## config.mk

```make
export PLATFORM = sky130hd
export DESIGN_NAME = lcps_decay_unit
export DESIGN_NICKNAME = d
export VERILOG_FILES = /design/src/sv/lcps_pkg.sv /design/src/sv/lcps_decay_unit.sv
export SDC_FILE = /design/constraint.sdc
export NUM_CORES = 1
export LEC_CHECK = 0
export BUFFER_PORTS_ARGS = -buffer_cell sky130_fd_sc_hd__buf_4
export CORE_UTILIZATION = 58
export DETAILED_ROUTE_END_ITERATION = 10
export HOLD_SLACK_MARGIN = 0.05
export PLACE_DENSITY_LB_ADDON = 0.25
export SLEW_MARGIN = 10
export SYNTH_ARGS = -nofsm -noshare
export SYNTH_HDL_FRONTEND = slang
export SYNTH_SLANG_ARGS = --single-unit
```

## constraint.sdc

```tcl
create_clock -name clk -period 4.73 [get_ports clk]
set_input_delay 0.946 -clock clk [delete_from_list [all_inputs] [get_ports clk]]
set_output_delay 0.946 -clock clk [all_outputs]
set_load 0.05 [all_outputs]
```

## src/sv/lcps_pkg.sv

```systemverilog
// Shared constants, codes and control structs of the LED cube layer scanner.
// Used by every module of the block; depends on nothing.
package lcps_pkg;

	// Cube size (2 to 8) and PWM period in ticks (2 to 255).
	localparam int CUBE_EDGE  = 8;
	localparam int PWM_PERIOD = 16;

	// Storage geometry: a frame word holds the eight columns of one row of one layer.
	localparam int ROW_W      = 3;
	localparam int ROWS       = 8;
	localparam int WORD_W     = 64;
	localparam int FRAME_AW   = 6;
	localparam int FRAME_DEPTH = 64;

	localparam logic OP_WRITE = 1'b0;
	localparam logic OP_TICK  = 1'b1;

	typedef struct packed {
		logic                wr_en;
		logic [FRAME_AW-1:0] wr_addr;
		logic [2:0]          wr_col;
		logic [7:0]          wr_data;
		logic                rd_en;
		logic [FRAME_AW-1:0] rd_addr;
	} fm_ctl_t;

	typedef struct packed {
		logic             rd_en;
		logic [ROW_W-1:0] rd_row;
		logic             wr_en;
		logic [ROW_W-1:0] wr_row;
		logic             use_frame;
	} dec_ctl_t;

endpackage

```

## src/sv/lcps_decay_unit.sv

```systemverilog
// Per-LED down-counters of the active layer, one 64-bit word per row, and the
// shared eight-lane decrement unit that processes one row per use. Depends on lcps_pkg.
module lcps_decay_unit (
	input  logic                        clk,
	input  logic                        arst_n,
	input  lcps_pkg::dec_ctl_t          ctl,
	input  logic [lcps_pkg::WORD_W-1:0] frame_word,
	output logic [7:0]                  row_bits
);

	logic [lcps_pkg::WORD_W-1:0] cd_mem [lcps_pkg::ROWS];
	logic [lcps_pkg::ROWS-1:0]   vld_q;
	logic [lcps_pkg::WORD_W-1:0] rd_s1;
	logic                        rd_vld_s1;
	logic [lcps_pkg::WORD_W-1:0] src_word;
	logic [lcps_pkg::WORD_W-1:0] new_word;

	// Rows never written since reset read as zero counts.
	always_ff @(posedge clk or negedge arst_n) begin
		if (!arst_n) begin
			vld_q     <= '0;
			rd_vld_s1 <= 1'b0;
		end else begin
			if (ctl.rd_en) begin
				rd_vld_s1 <= vld_q[ctl.rd_row];
			end
			if (ctl.wr_en) begin
				vld_q[ctl.wr_row] <= 1'b1;
			end
		end
	end

	always_ff @(posedge clk) begin
		if (ctl.rd_en) begin
			rd_s1 <= cd_mem[ctl.rd_row];
		end
		if (ctl.wr_en) begin
			cd_mem[ctl.wr_row] <= new_word;
		end
	end

	// A layer switch reloads the counters from the frame store before decrementing.
	assign src_word = ctl.use_frame ? frame_word : (rd_vld_s1 ? rd_s1 : '0);

	always_comb begin
		logic [7:0] cnt;
		logic       nz;
		new_word = '0;
		row_bits = '0;
		for (int c = 0; c < 8; c++) begin
			cnt = src_word[c*8 +: 8];
			nz  = (cnt != 8'd0) && (c < lcps_pkg::CUBE_EDGE);
			row_bits[c]        = nz;
			new_word[c*8 +: 8] = cnt - {7'd0, nz};
		end
	end

endmodule

```

==> flow_summary.json <==
{
  "synth_compound_area_share_pct": 3.65,
  "path_clk_slew_ns": 0.06,
  "ctsResizeCount": 0,
  "min_path_type": "in -> async",
  "grt_pass1_wl_um": 72400,
  "start_kind": "flip-flop",
  "yosysSeqAreaShare_pct": 74.1,
  "start_util_pct": 59.1,
  "slew_headroom_pct": 25.8,
  "synth_top_family_by_area": "multiplexers",
  "drc_errors": 0,
  "cp_max_fo": 25,
  "cp.required_ns": 3.78,
  "ys.warnings.count": 0,
  "fin_setup_tns_ns": 0,
  "synth_xor_xnor_area_share_pct": 1.74,
  "grt_max_degree": 84,
  "cp.arrival_ns": 2.85,
  "r2r-end": "cd_mem[3][14]",
  "synth_edf_count": 576,
  "power_density_mw_per_mm2": 432,
  "place_hpwl_um": 26200,
  "antenna_left": 0,
  "wl_per_cell_um": 25.9,
  "diodes": 0,
  "fmax_mhz": 263,
  "fin_ws_ns": 0.930,
  "cts.htree.levels": 2,
  "cts_root_buf": "clkbuf_16",
  "p_leak_uw": 0.00865,
  "async_flop_share_pct": 1.54,
  "synthFlopType": "edfxtp_1",
  "finalWirelength_um": 47300,
  "finalCritPeriodShare_pct": 80.3,
  "endpoint_kind": "output port",
  "postLayoutCoreUtil_pct": 66.8,
  "clock_skew_ns": 0.0208,
  "synthSimpleGateAreaFrac_pct": 2.28,
  "maxCapViolCount": 0,
  "viasPerCell": 6.33,
  "synthAdderAreaFrac_pct": 0.847,
  "stdcell_area_mm2": 0.0267,
  "core_mm2": 0.0400,
  "io-pin-count": 83,
  "dpl_cell_area_mm2": 0.0250,
  "synth.area.mux_share_pct": 15.5,
  "cts_tree": "built",
  "drv_slew": 0,
  "antenna_found_initial": 0,
  "die-area_mm2": 0.0416,
  "dpl_worst_slack_ns": 0.848,
  "rr_worst_depth": 9,
  "syn_area_per_cell_um2": 20.6,
  "grt_pass1_vias": 12200,
  "cts.sinks": 585,
  "port-buffer-count": 82,
  "r2r_start": "rd_vld_s1",
  "synthCells": 1150,
  "layout.nets": 1353,
  "die_x_um": 204,
  "post_cts_buffers": 0,
  "status": "finished clean",
  "area_delta_synth_final_pct": 13.1,
  "hold_buffers": 0,
  "ir_worst_vdd_mv": 0.389,
  "rrSetupSlack_ns": 1.40,
  "critical_path_class": "reg -> out",
  "cts_buffers": 56,
  "first_pass_iters": 5,
  "setup_violations": 0,
  "clkLatencyLatePin_ns": 0.60,
  "track_usage_pct": 23.9,
  "vias": 11600,
  "finalHoldViolCount": 0,
  "yosysUniqueCellTypes": 41,
  "gp_congestion": 0.785,
  "worst_slew_pin_slew_ns": 1.11,
  "drive_above_1_share_pct": 30.5,
  "yosys_register_bits": 585,
  "rsz0062_at_grt": "false",
  "grt.overflow.total": 0,
  "drtIter0Drc": 1055,
  "dieHeight_um": 204,
  "netlist_area_mm2": 0.0236,
  "rows": 73,
  "cts_max_path_buffers": 3,
  "min_period_ns": 3.80,
  "syn_nets": 1241
}
-- per-layer routing --
layer	up-vias	GRT usage (%)	part of all wire, %
li1	4994	-	-
met1	6092	32.7	41
met2	411	39.7	50
met3	83	4.27	6.1
met4	0	7.30	2.5
met5	-	0	0
-- flip-flops by register name (all words and copies together) (netlist names) --
| signal | count |
|---|---|
| cd_mem | 512 |
| rd_s1 | 64 |
| vld_q | 8 |
| rd_vld_s1 | 1 |
-- worst max-delay path by stage --
stage                   endpoint  startpoint  slack, ns
global route         row_bits[3]   rd_vld_s1       0.79
floorplan           cd_mem[1][0]      ctl[2]       0.40
CTS                  row_bits[3]   rd_vld_s1       0.88
global placement    cd_mem[1][6]      ctl[0]       1.00
detailed placement  cd_mem[3][6]      ctl[0]       0.85
finish               row_bits[3]   rd_vld_s1       0.93
-- power by group --
group          switching, uW  internal [uW]
Combinational            664            388
Clock                   1800           2470
Sequential              59.0           6180
Total                   2520           9040
-- critical path, stage by stage (launching register included) --
cell and delay, ns:
dfrtp_1 0.33, buf_4 0.22, nor2b_4 0.70, buf_4 0.42, a22oi_1 0.17, nand4b_1 0.18, buf_4 0.23
-- area by class of cell --
cell class / count / area (um2)
clock inverter: 26 / 245
timing repair buffer: 111 / 993
tap: 525 / 657
fill: 2561 / 13300
multi-input combinational: 490 / 5760
clock buffer: 73 / 1490
sequential: 585 / 17500
inverter: 18 / 67.6
-- through the flow --
stage / instances / total power (uW) / hold WS, ns
after floorplan: 1150 / 7040 / 0.439
after global placement: 1729 / 7340 / 0.452
after detailed placement: 1729 / 7390 / 0.454
after CTS: 1828 / 11600 / 0.135
after global routing: 1828 / 11900 / 0.139
final: 1828 / 11600 / 0.152
-- cell usage in the layout (no fill, tap or decap), types with 7 or more instances in the layout --
cell,instances
a22oi_1,61
buf_12,12
buf_4,97
clkbuf_1,16
clkbuf_16,57
clkinv_1,11
clkinv_2,9
dfrtp_1,9
edfxtp_1,576
ha_1,16
inv_1,18
mux2_2,64
mux4_2,129
nand2_1,9
nand3_1,8
nand4b_1,11
nor2_1,30
o211ai_1,7
o21ai_0,52
or2_2,8
xnor2_1,19
xor2_1,28
-- Yosys cell counts, types with 2 or more instances --
cell type / n / area share [%]
edfxtp_1: 576 / 73
mux4_2: 129 / 12
mux2_2: 64 / 3.0
a22oi_1: 61 / 1.9
o21ai_0: 52 / 1.1
nor2_1: 36 / 0.57
xor2_1: 28 / 1.0
buf_2: 26 / 0.55
xnor2_1: 19 / 0.70
inv_1: 18 / 0.29
ha_1: 16 / 0.85
buf_6: 13 / 0.62
clkbuf_1: 13 / 0.21
nand4b_1: 11 / 0.41
dfrtp_1: 9 / 0.95
nand2_1: 9 / 0.14
nand3_1: 8 / 0.17
nor3_1: 8 / 0.17
or2_2: 8 / 0.21
o211ai_1: 7 / 0.22
buf_4: 5 / 0.16
mux2i_1: 5 / 0.21
nand4_1: 5 / 0.13
nand2b_1: 3 / 0.079
o21a_1: 3 / 0.095
nand3b_1: 2 / 0.063
o2111ai_1: 2 / 0.074
-- cell families (layout without fill, tap and decap cells) --
family	Yosys count	in the layout
compound gates	131	131
xor+xnor	47	47
fa+ha+maj	16	16
buf+inv	75	228
flops	585	585
mux	198	198
simple gates	98	98
(Power assumes the default switching activity.)
