**src/sv/lcps_pkg.sv**
```systemverilog
// Shared constants, codes and control structs of the LED cube layer scanner.
// Used by every module of the block; depends on nothing.
package lcps_pkg;

	// Cube size (2 to 8) and PWM period in ticks (2 to 255).
	localparam int CUBE_EDGE  = 8;
	localparam int PWM_PERIOD = 16;

	// Storage geometry: a frame word holds the eight columns of one row of one layer.
	localparam int ROW_W      = 3;
	localparam int ROWS       = 8;
	localparam int WORD_W     = 64;
	localparam int FRAME_AW   = 6;
	localparam int FRAME_DEPTH = 64;

	localparam logic OP_WRITE = 1'b0;
	localparam logic OP_TICK  = 1'b1;

	typedef struct packed {
		logic                wr_en;
		logic [FRAME_AW-1:0] wr_addr;
		logic [2:0]          wr_col;
		logic [7:0]          wr_data;
		logic                rd_en;
		logic [FRAME_AW-1:0] rd_addr;
	} fm_ctl_t;

	typedef struct packed {
		logic             rd_en;
		logic [ROW_W-1:0] rd_row;
		logic             wr_en;
		logic [ROW_W-1:0] wr_row;
		logic             use_frame;
	} dec_ctl_t;

endpackage

```
**src/sv/lcps_frame_mem.sv**
```systemverilog
// Frame store: 64 words of eight brightness bytes, byte writes, one registered read.
// Runs a clearing pass after reset. Depends on lcps_pkg.
module lcps_frame_mem (
	input  logic                                 clk,
	input  logic                                 arst_n,
	input  lcps_pkg::fm_ctl_t                    ctl,
	output logic [lcps_pkg::WORD_W-1:0]          rd_data,
	output logic                                 busy
);

	logic [lcps_pkg::WORD_W-1:0]   mem [lcps_pkg::FRAME_DEPTH];
	logic [lcps_pkg::FRAME_AW-1:0] clr_addr_q;
	logic                          busy_q;
	logic [lcps_pkg::WORD_W-1:0]   rd_data_s1;

	always_ff @(posedge clk or negedge arst_n) begin
		if (!arst_n) begin
			clr_addr_q <= '0;
			busy_q     <= 1'b1;
		end else if (busy_q) begin
			clr_addr_q <= clr_addr_q + 1'b1;
			if (clr_addr_q == lcps_pkg::FRAME_AW'(lcps_pkg::FRAME_DEPTH - 1)) begin
				busy_q <= 1'b0;
			end
		end
	end

	always_ff @(posedge clk) begin
		if (busy_q) begin
			mem[clr_addr_q] <= '0;
		end else if (ctl.wr_en) begin
			mem[ctl.wr_addr][{ctl.wr_col, 3'b000} +: 8] <= ctl.wr_data;
		end
		if (ctl.rd_en) begin
			rd_data_s1 <= mem[ctl.rd_addr];
		end
	end

	assign rd_data = rd_data_s1;
	assign busy    = busy_q;

endmodule

```
**config.mk**
```make
export PLATFORM = sky130hd
export DESIGN_NAME = lcps_frame_mem
export DESIGN_NICKNAME = d
export VERILOG_FILES = /design/src/sv/lcps_pkg.sv /design/src/sv/lcps_frame_mem.sv
export SDC_FILE = /design/constraint.sdc
export NUM_CORES = 2
export LEC_CHECK = 0
export ABC_AREA = 1
export BUFFER_PORTS_ARGS = -buffer_cell sky130_fd_sc_hd__buf_2
export CAP_MARGIN = 15
export CELL_PAD_IN_SITES_DETAIL_PLACEMENT = 1
export CELL_PAD_IN_SITES_GLOBAL_PLACEMENT = 2
export CORE_MARGIN = 2
export CORE_UTILIZATION = 45
export CTS_CLUSTER_DIAMETER = 200
export DETAILED_ROUTE_END_ITERATION = 10
export PLACE_DENSITY_LB_ADDON = 0.3
export SYNTH_ARGS = -nofsm -noshare
export SYNTH_HDL_FRONTEND = slang
export SYNTH_SLANG_ARGS = --single-unit
```
**constraint.sdc**
```tcl
create_clock -name clk -period 6 [get_ports clk]
set_input_delay 0.3 -clock clk [delete_from_list [all_inputs] [get_ports clk]]
set_output_delay 0.3 -clock clk [all_outputs]
set_load 0.1 [all_outputs]
```
==> impl_metrics.ini <==
[synth]
synthFlopType = edfxtp_1
synthDistinctLibCells = 29
ys_warn_count = 0
yosys.area.top_type = edfxtp_1
ys_ff_latch = 4167
syn_area_um2 = 165700
synthTopCellsByArea = edfxtp_1, o21ai_0, nor2_1, o22ai_1, nand2_1
seq_area_frac_synth_pct = 75.49
yosysTopAreaCellShare_pct = 75.38
postSynthCellCount = 13190
async_flop_share_pct = 0.1680
avgSynthCellArea_um2 = 12.57
syn_nets = 13220
synth_edf_count = 4160
yosys.cell_count.top_type = edfxtp_1
synth_common_cells = edfxtp_1, nor2_1, o21ai_0

[floorplan]
ioPinCount = 92
core-area_um2 = 366100
die_y_um = 610.8
core.rowCount = 222
die_w_um = 610.8
dieArea_um2 = 373100
initial_core_util_pct = 45.27

[layout]
area_delta_synth_final_pct = 12.18
final_nets = 13010
fillers = 36570
drive_gt1_share_pct = 8.440

[worst_setup_path]
crit_buf_inv = 1
crit_chain = inv_4 -> nand2_4 -> nor2_1 -> nand3_1 -> nand2_1 -> nor2_4 -> nand2_4 -> nand2_1 -> o21ai_2 -> nor2_4 -> nand2_2 -> nor2_1
slowest_stage = nor2_1
crit_family = simple AND/OR/NAND/NOR gates
slowest_delay_ns = 0.92
crit_required_ns = 6.58
r2r_slack_ns = 1.45
critPathMaxFanout = 21
crit_type = reg -> reg
endpoint_kind = flop
startpoint_type = flop
cp.arrival_ns = 5.13

[place]
pre_cts_ws_ns = 1.042
gp_congestion = 0.8960
io_buffers = 91
detailed_place_hpwl_um = 337700

[route]
wl_per_cell_um = 31.51
drc = 0
drt-total-wl_um = 574400
drt_iter0_drc = 14860
avgViaCountPerCell = 6.150
vias = 112100
postRouteAntennaNets = 0
first_pass_iters = 8

[power_and_ir_drop]
swShare_pct = 23.47
clkPwrFrac_pct = 43.0
p_per_area_nw_per_um2 = 337.5
p_int_mw = 48.01
p_total_mw = 62.73
p_leak_nw = 69.49
seqPwrFrac_pct = 50.6
switchingPower_mw = 14.72
pwr-share-comb_pct = 6.4
ir_drop_mv = 0.2568

[run_status]
status = completed

[clock_network]
post-cts-setup-buffer-count = 0
cts_tree = yes
cts_root_buf = clkbuf_16
clk_latency_ns = 0.99
clock_sinks = 4167
cts_max_level = 5
cts_buffers = 429
clk_pin_slew_worst_paths_ns = 0.07
cts.path.max_buffers = 4

[global_route]
grt_pass1_wl_um = 817600
grt_pass1_vias = 113100
antenna_found_initial = 57
grt_usage_pct = 30.25
grt-ovfl-total = 0
grt_max_degree = 259

[timing]
rsz0062_at_grt = no
max_freq_ghz = 0.2198
drv_slew = 0
period_needed_ns = 4.549
finalHoldViolCount = 0
setup_ws_ns = 1.451
fin_tns_setup_ns = 0
worstMarginPinSlew_ns = 1.310
period_share_pct = 75.82
finalSetupViolCount = 0
finalClockSkew_ns = 0.04377
relSlewSlack_pct = 12.33

[hold_path]
hold_path.class = in -> reg

[job]
cap_violations = 0
==> power by group through the flow <==
stage | combinational [mW] | clock (mW) | sequential (mW)
2_1_floorplan | 2.13 | 0 | 32.7
4_1_cts | 3.98 | 27.2 | 31.8
6_report | 4.03 | 26.9 | 31.8
3_5_place_dp | 3.95 | 0 | 32.4
5_1_grt | 4.27 | 28.2 | 31.7
3_3_place_gp | 3.91 | 0 | 32.4
==> final timing paths <==
path,start,endpoint,cells past startpoint
worst max register to register,busy,mem[45][40],12
worst max-delay path,busy,mem[45][40],12
max in group asynchronous,arst_n,clr_addr_q[0],4
worst min register to register,clr_addr_q[5],busy,1
min in group asynchronous,arst_n,busy,3
worst min-delay path,ctl[4],rd_data[4],5
==> cells in the final DEF (no fill, tap or decap), types with 3 or more instances in the layout <==
cell type | netlist | layout
edfxtp_1 | 4160 | 4160
nor2_1 | 2626 | 2578
o21ai_0 | 2049 | 2049
nand2_1 | 1399 | 1399
o22ai_1 | 1024 | 1024
nand3_1 | 796 | 796
clkbuf_16 | 0 | 434
buf_4 | 2 | 150
buf_2 | 56 | 84
clkinv_2 | 0 | 83
clkinv_1 | 2 | 80
buf_12 | 0 | 71
clkbuf_1 | 797 | 70
diode_2 | 0 | 68
nor2_4 | 16 | 64
nand2_2 | 48 | 48
bufinv_16 | 0 | 48
clkinvlp_4 | 0 | 36
inv_1 | 37 | 35
inv_6 | 0 | 24
nand2_4 | 18 | 18
nor3_2 | 0 | 16
clkinv_4 | 0 | 8
ha_1 | 7 | 7
clkinv_8 | 0 | 7
inv_8 | 0 | 6
inv_2 | 10 | 6
dfrtp_1 | 6 | 6
xor2_1 | 5 | 5
inv_4 | 1 | 4
o21ai_2 | 4 | 4
a31oi_4 | 0 | 3
dlygate4sd3_1 | 0 | 3
buf_8 | 0 | 3
==> area by class of cell <==
type	instances	area (um2)	area share (%)
multi-input cells	8018	37260	20.05
diodes	68	170.2	0.09154
flip-flops and latches	4167	125100	67.30
repair buffers	313	3065	1.649
clock buffers	504	11120	5.984
well taps	4816	6026	3.242
clock inverters	290	2915	1.568
inverters	50	232.7	0.1252
==> metrics by stage <==
stage | hold WS (ns) | std cells | cell area (um2) | utilization (%)
floorplan | 0.004409 | 13190 | 165700 | -
global placement | 0.1612 | 17360 | 171600 | 46.88
detailed placement | 0.1628 | 17360 | 171600 | 46.88
CTS | 0.01880 | 18160 | 185700 | 50.73
global route | 0.05374 | 18170 | 185800 | 50.74
finish | 0.07357 | 18230 | 185900 | 50.78
==> state kept, by name (all words and copies together), names as in the netlist <==
name,count
mem,4096
rd_data,64
clr_addr_q,6
busy,1
==> repair_timing <==
item | in CTS | in global routing
endpoints found under the setup margin | 0 | 0
hold buffers | 3 | 0
endpoints found under the hold margin | 7 | 0
gates resized for setup | 0 | 0
==> kinds of logic (layout without fill, tap and decap cells) <==
logic type / count (synthesis) / after routing / synth area share, %
and+or+nand+nor: 4925 / 4925 / 12.02
DFF: 4167 / 4167 / 75.49
xor gates and xnor gates: 5 / 5 / 0.02643
other: 0 / 68 / 0
buffers and inverters: 1000 / 1157 / 2.318
AOI/OAI and AO/OA: 3081 / 3081 / 10.09
adders and majority gates: 7 / 7 / 0.05285
==> worst reg2reg max path: stages, from the launching register on <==
cell	delay [ns]
dfstp_2	0.72
inv_4	0.11
nand2_4	0.10
nor2_1	0.08
nand3_1	0.10
nand2_1	0.12
nor2_4	0.24
nand2_4	0.22
nand2_1	0.14
o21ai_2	0.15
nor2_4	0.37
nand2_2	0.84
nor2_1	0.95
==> routing by layer <==
metal | up-vias | GRT usage (%) | part of all wire [%]
li1 | 48010 | - | -
met1 | 57630 | 41.17 | 41
met2 | 5375 | 47.76 | 47
met3 | 1064 | 5.192 | 8.1
met4 | 14 | 13.71 | 4.6
met5 | - | 0 | 0.017
Note: power is estimated with default switching activity, not from simulation.
